<file path="config.mk">
export PLATFORM = sky130hd
export DESIGN_NAME = tllm_ctrl
export DESIGN_NICKNAME = d
export VERILOG_FILES = /design/src/rtl/tllm_pkg.sv /design/src/rtl/tllm_ctrl.sv
export SDC_FILE = /design/constraint.sdc
export NUM_CORES = 1
export LEC_CHECK = 0
export BUFFER_PORTS_ARGS = -buffer_cell sky130_fd_sc_hd__buf_4
export CAP_MARGIN = 20
export CORE_AREA = 2 2 39 41
export DETAILED_ROUTE_END_ITERATION = 7
export DIE_AREA = 0 0 41 43
export GPL_ROUTABILITY_DRIVEN = 0
export SLEW_MARGIN = 20
export SYNTH_ARGS = -nofsm -noshare
export SYNTH_HDL_FRONTEND = slang
export SYNTH_SLANG_ARGS = --single-unit
</file>
<file path="constraint.sdc">
create_clock -name aclk -period 3.3 [get_ports aclk]
set_clock_uncertainty 0.1 [all_clocks]
set_input_delay 0.495 -clock aclk [delete_from_list [all_inputs] [get_ports aclk]]
set_output_delay 0.495 -clock aclk [all_outputs]
set_load 0.02 [all_outputs]
</file>
<file path="src/rtl/tllm_pkg.sv">
`default_nettype none
// ----------------------------------------------------------------------------
// tllm_pkg: shared types and constants of the three-list linked mover
// Field widths, operation codes, and the command and status bundles that pass
// between the controller and the datapath.
// ----------------------------------------------------------------------------
package tllm_pkg;

    localparam int FIELD_W = 11;

    localparam logic [1:0] OP_MOVE_B  = 2'd0;
    localparam logic [1:0] OP_MOVE_C  = 2'd1;
    localparam logic [1:0] OP_READ    = 2'd2;
    localparam logic [1:0] OP_REBUILD = 2'd3;

    typedef struct packed {
        logic accept;
        logic lookup;
        logic unlink;
        logic link_src;
        logic link_nbr;
        logic build_clr;
        logic build_step;
        logic load_out;
    } cmd_t;

    typedef struct packed {
        logic is_move;
        logic is_rebuild;
        logic ok;
        logic build_last;
        logic out_free;
    } sts_t;

endpackage
`default_nettype wire

</file>
<file path="src/rtl/tllm_ctrl.sv">
`default_nettype none
// ----------------------------------------------------------------------------
// tllm_ctrl: operation sequencer of the three-list linked mover
// Steps each operation through its table reads and writes, runs the rebuild
// sweep after reset, configuration and rebuild requests, and hands results
// to the output register.
// ----------------------------------------------------------------------------
module tllm_ctrl (
    input  wire logic           aclk,
    input  wire logic           aresetn,
    input  wire logic           s_valid,
    output logic                s_ready,
    input  wire logic           cfg_wr,
    input  wire tllm_pkg::sts_t sts,
    output tllm_pkg::cmd_t      cmd
);

    localparam logic [3:0] ST_INIT     = 4'd0;
    localparam logic [3:0] ST_IDLE     = 4'd1;
    localparam logic [3:0] ST_DECODE   = 4'd2;
    localparam logic [3:0] ST_BUILD    = 4'd3;
    localparam logic [3:0] ST_LOOKUP   = 4'd4;
    localparam logic [3:0] ST_UNLINK   = 4'd5;
    localparam logic [3:0] ST_LINK_SRC = 4'd6;
    localparam logic [3:0] ST_LINK_NBR = 4'd7;
    localparam logic [3:0] ST_DONE     = 4'd8;

    logic [3:0] state_reg;
    logic [3:0] state_next;

    assign s_ready = (state_reg == ST_IDLE);

    always_comb begin
        state_next = state_reg;
        cmd        = '0;
        case (state_reg)
            ST_INIT: begin
                cmd.build_step = 1'b1;
                if (sts.build_last) begin
                    state_next = ST_IDLE;
                end
            end
            ST_IDLE: begin
                if (s_valid) begin
                    cmd.accept = 1'b1;
                    state_next = ST_DECODE;
                end
            end
            ST_DECODE: begin
                if (sts.is_rebuild) begin
                    cmd.build_clr = 1'b1;
                    state_next    = ST_BUILD;
                end else if (sts.ok) begin
                    state_next = ST_LOOKUP;
                end else begin
                    state_next = ST_DONE;
                end
            end
            ST_BUILD: begin
                cmd.build_step = 1'b1;
                if (sts.build_last) begin
                    state_next = sts.ok ? ST_LOOKUP : ST_DONE;
                end
            end
            ST_LOOKUP: begin
                cmd.lookup = 1'b1;
                state_next = sts.is_move ? ST_UNLINK : ST_DONE;
            end
            ST_UNLINK: begin
                cmd.unlink = 1'b1;
                state_next = ST_LINK_SRC;
            end
            ST_LINK_SRC: begin
                cmd.link_src = 1'b1;
                state_next   = ST_LINK_NBR;
            end
            ST_LINK_NBR: begin
                cmd.link_nbr = 1'b1;
                state_next   = ST_DONE;
            end
            ST_DONE: begin
                if (sts.out_free) begin
                    cmd.load_out = 1'b1;
                    state_next   = ST_IDLE;
                end
            end
            default: begin
                state_next = ST_IDLE;
            end
        endcase
        if (cfg_wr) begin
            state_next = ST_INIT;
        end
    end

    always_ff @(posedge aclk) begin
        if (!aresetn) begin
            state_reg <= ST_INIT;
        end else begin
            state_reg <= state_next;
        end
    end

endmodule
`default_nettype wire

</file>
==> qor.csv <==
stage;metric;value;unit
outcome;status;completed;
cts;clkSinkCount;4;
critical_path;cp_max_fo;17;
die;die_h;43;microns
cts;tritoncts;yes;
sta;min_period;2.11;ns
cts;cts_buffers;3;
route;wl_met1;443;microns
synthesis;yosysTopAreaCellShare;20.8;%
cells_and_area;n_antenna_cell;0;
cells_and_area;drive_gt1_share;29.6;%
cells_and_area;finalInstanceArea;533;sq um
sta;rsz0062_at_grt;no;
critical_path;reg2reg_depth;4;
die;die_w;41;microns
power_and_ir_drop;p_int;0.102;mW
power_and_ir_drop;p_per_area;250;mW/mm^2
critical_path;endpoint;cmd[7];
route;post_drt_wl_per_cell;10.3;microns
synthesis;ys_ff_latch;4;
die;pin_count;18;
synthesis;ys_warn_count;0;
route;ant_nets;0;
power_and_ir_drop;p_clk_share;44.3;%
job;maxCapViolCount;0;
cts;cts_max_path_buffers;2;
sta;hold_violations;0;
global_route;grt_first_pass_wirelength;1.42;mm
synthesis;synth.largest_area_cell;dfxtp_1;
sta;max_freq;474;MHz
power_and_ir_drop;cellLeakagePower;0.228;nW
global_route;first_global_vias;336;
cts;htreeDepth;1;
power_and_ir_drop;p_sw_share;23.0;%
cts;insertion_delay;0.23;ns
critical_path;worstSetupPathType;register to output port;
placed_design;dp.cells;84;
global_route;grt_antenna_before_repair;0;
route;via_per_inst;4.94;
cts;holdBufCountCts;0;
critical_path;path_cells;nand2b_1, nor3_1, and2_1, buf_4;
route;drt_iter0_markers;8;
synthesis;postSynthCellCount;55;
sta;fin_ws;1.19;ns
sta;setup_violations;0;
power_and_ir_drop;p_seq_share;39.0;%
sta;tightest_slew;0.510;ns
route;vias;430;
critical_path;cp.arrival;1.51;ns
critical_path;worstSetupEndpointType;output port;
critical_path;cp_slowest_cell;dfxtp_1;
cts;clk_pin_slew;0.04;ns
route;met3_length;67;microns
placed_design;pre_cts_ws;1.44;ns
power_and_ir_drop;p_comb_share;16.7;%
die;rows;14;
placed_design;port_buffers;17;
synthesis;synth_seq_area_share;20.8;%
global_route;grt_overflow;0;
sta;period_share;63.9;%
min_path;hold_class;primary input to register;
route;first_pass_iters;3;
critical_path;r2r_setup_slack;1.76;ns
route;finalWirelength;900;microns
cells_and_area;multiInputGateArea;275;sq um
cells_and_area;fillers;151;
synthesis;syn-num-nets;64;
cells_and_area;regArea;80.1;sq um
cts;postCtsSetupBuffers;0;
route;wl_met2;386;microns
cells_and_area;largest_reg_flops;4;
synthesis;synth.avg_cell_area;7.01;sq um
synthesis;synthTopCellsByArea;dfxtp_1 21%, nor3_1 7.8%, nand2b_1 6.5%, a21oi_1 5.2%, nand2_1 4.9%;
sta;setup_tns;0;ns
cts;cts_resized;0;
critical_path;max_stage_delay;0.63;ns
route;route.detailed.drc;0;
cts;ctsRootBufferMaster;clkbuf_4;
critical_path;cp.required;2.70;ns
cells_and_area;instances_no_fill;87;
synthesis;syn_area;385;sq um
die;design.core.area;0.00138;sq mm
placed_design;placed_area;510;sq um
power_and_ir_drop;ir_worst_vdd;0.146;mV
sta;drv_slew;0;
critical_path;regToRegStartpoint;state_reg[0];
cells_and_area;nets;82;
power_and_ir_drop;finalPower;0.133;mW
cells_and_area;areaGrowthSynthToFinish;38.3;%
route;highest_layer;met4;
critical_path;rr_endpoint;state_reg[1];
power_and_ir_drop;p_switching;0.0307;mW
cells_and_area;final_util;38.5;%
global_route;grt_usage;11.9;%
placed_design;dp_hpwl;659;microns
critical_path;start_kind;register;
global_route;grt_start_max_net_pins;18;
die;initial_core_util;27.8;%
die;fp.dieArea;0.00176;sq mm
sta;max_slew_margin;66.0;%
sta;hold-worst-slack;0.448;ns
critical_path;cp-startpoint;state_reg[0];
synthesis;yosysUniqueCellTypes;26;
[area by class of cell]
class	count	area share, %
flip-flops and latches	4	15.0
clock buffers	3	4.23
well taps	16	3.76
repair buffers	17	23.9
inverters	2	1.41
multi-input cells	45	51.6
[worst max-delay path, delay by kind of cell (launching register included)]
family / cells / cell delay (ns)
flops: 1 / 0.63
simple gates: 3 / 0.52
buf+inv: 1 / 0.13
[logic make-up after synthesis]
kind of cell | share of synthesized area (%)
multiplexers | 2.60
flip-flops | 20.8
buffers and inverters | 7.79
AO/OA/AOI/OAI | 19.5
XOR/XNOR | 2.27
AND/OR/NAND/NOR | 47.1
[cell usage in the layout (no fill, tap or decap), types with 3 or more instances in the layout]
cell type and count:
dfxtp_1 4, nor2b_1 3, nor3_1 6, nand2b_1 4
nor2_1 3, a21oi_1 4, nand2_1 5, clkbuf_4 3
buf_4 17
[per-layer routing]
layer  GRT usage (%)  up-vias
met1            16.0      185
met2            15.9       14
li1                -      229
met4            10.0        0
met5               0        -
met3            1.57        2
[worst min path at each step]
stage / slack (ns) / cells past startpoint / startpoint / to
after floorplan: 0.50 / 3 / state_reg[2] / state_reg[2]
after global placement: 0.58 / 2 / state_reg[2] / state_reg[2]
after detailed placement: 0.58 / 2 / state_reg[2] / state_reg[2]
after CTS: 0.44 / 3 / sts[2] / state_reg[2]
after global routing: 0.45 / 3 / sts[2] / state_reg[2]
final: 0.45 / 3 / sts[2] / state_reg[2]
[power by group through the flow]
| stage | Sequential [mW] | Combinational [mW] | Clock [mW] |
|---|---|---|---|
| 3_3_place_gp | 0.0525 | 0.0223 | 0 |
| 6_report | 0.0519 | 0.0222 | 0.0590 |
| 3_5_place_dp | 0.0526 | 0.0222 | 0 |
| 4_1_cts | 0.0518 | 0.0223 | 0.0637 |
| 2_1_floorplan | 0.0508 | 0.0125 | 0 |
| 5_1_grt | 0.0522 | 0.0245 | 0.0672 |
[synth_stat cells]
| cell | number |
|---|---|
| nor3_1 | 6 |
| nand2_1 | 5 |
| a21oi_1 | 4 |
| dfxtp_1 | 4 |
| nand2b_1 | 4 |
| buf_2 | 3 |
| nor2_1 | 3 |
| nor2b_1 | 3 |
| and2_1 | 2 |
| inv_1 | 2 |
| nand3_1 | 2 |
| o21ai_0 | 2 |
| o21ai_1 | 2 |
| a211oi_1 | 1 |
| a32oi_1 | 1 |
| and3b_1 | 1 |
| buf_4 | 1 |
| mux2i_1 | 1 |
| nand3b_1 | 1 |
| nor3b_2 | 1 |
| nor4b_1 | 1 |
| nor4bb_1 | 1 |
| o31a_1 | 1 |
| o32a_1 | 1 |
| or4_1 | 1 |
| xor2_1 | 1 |
Power figures use the tool's default switching activity.
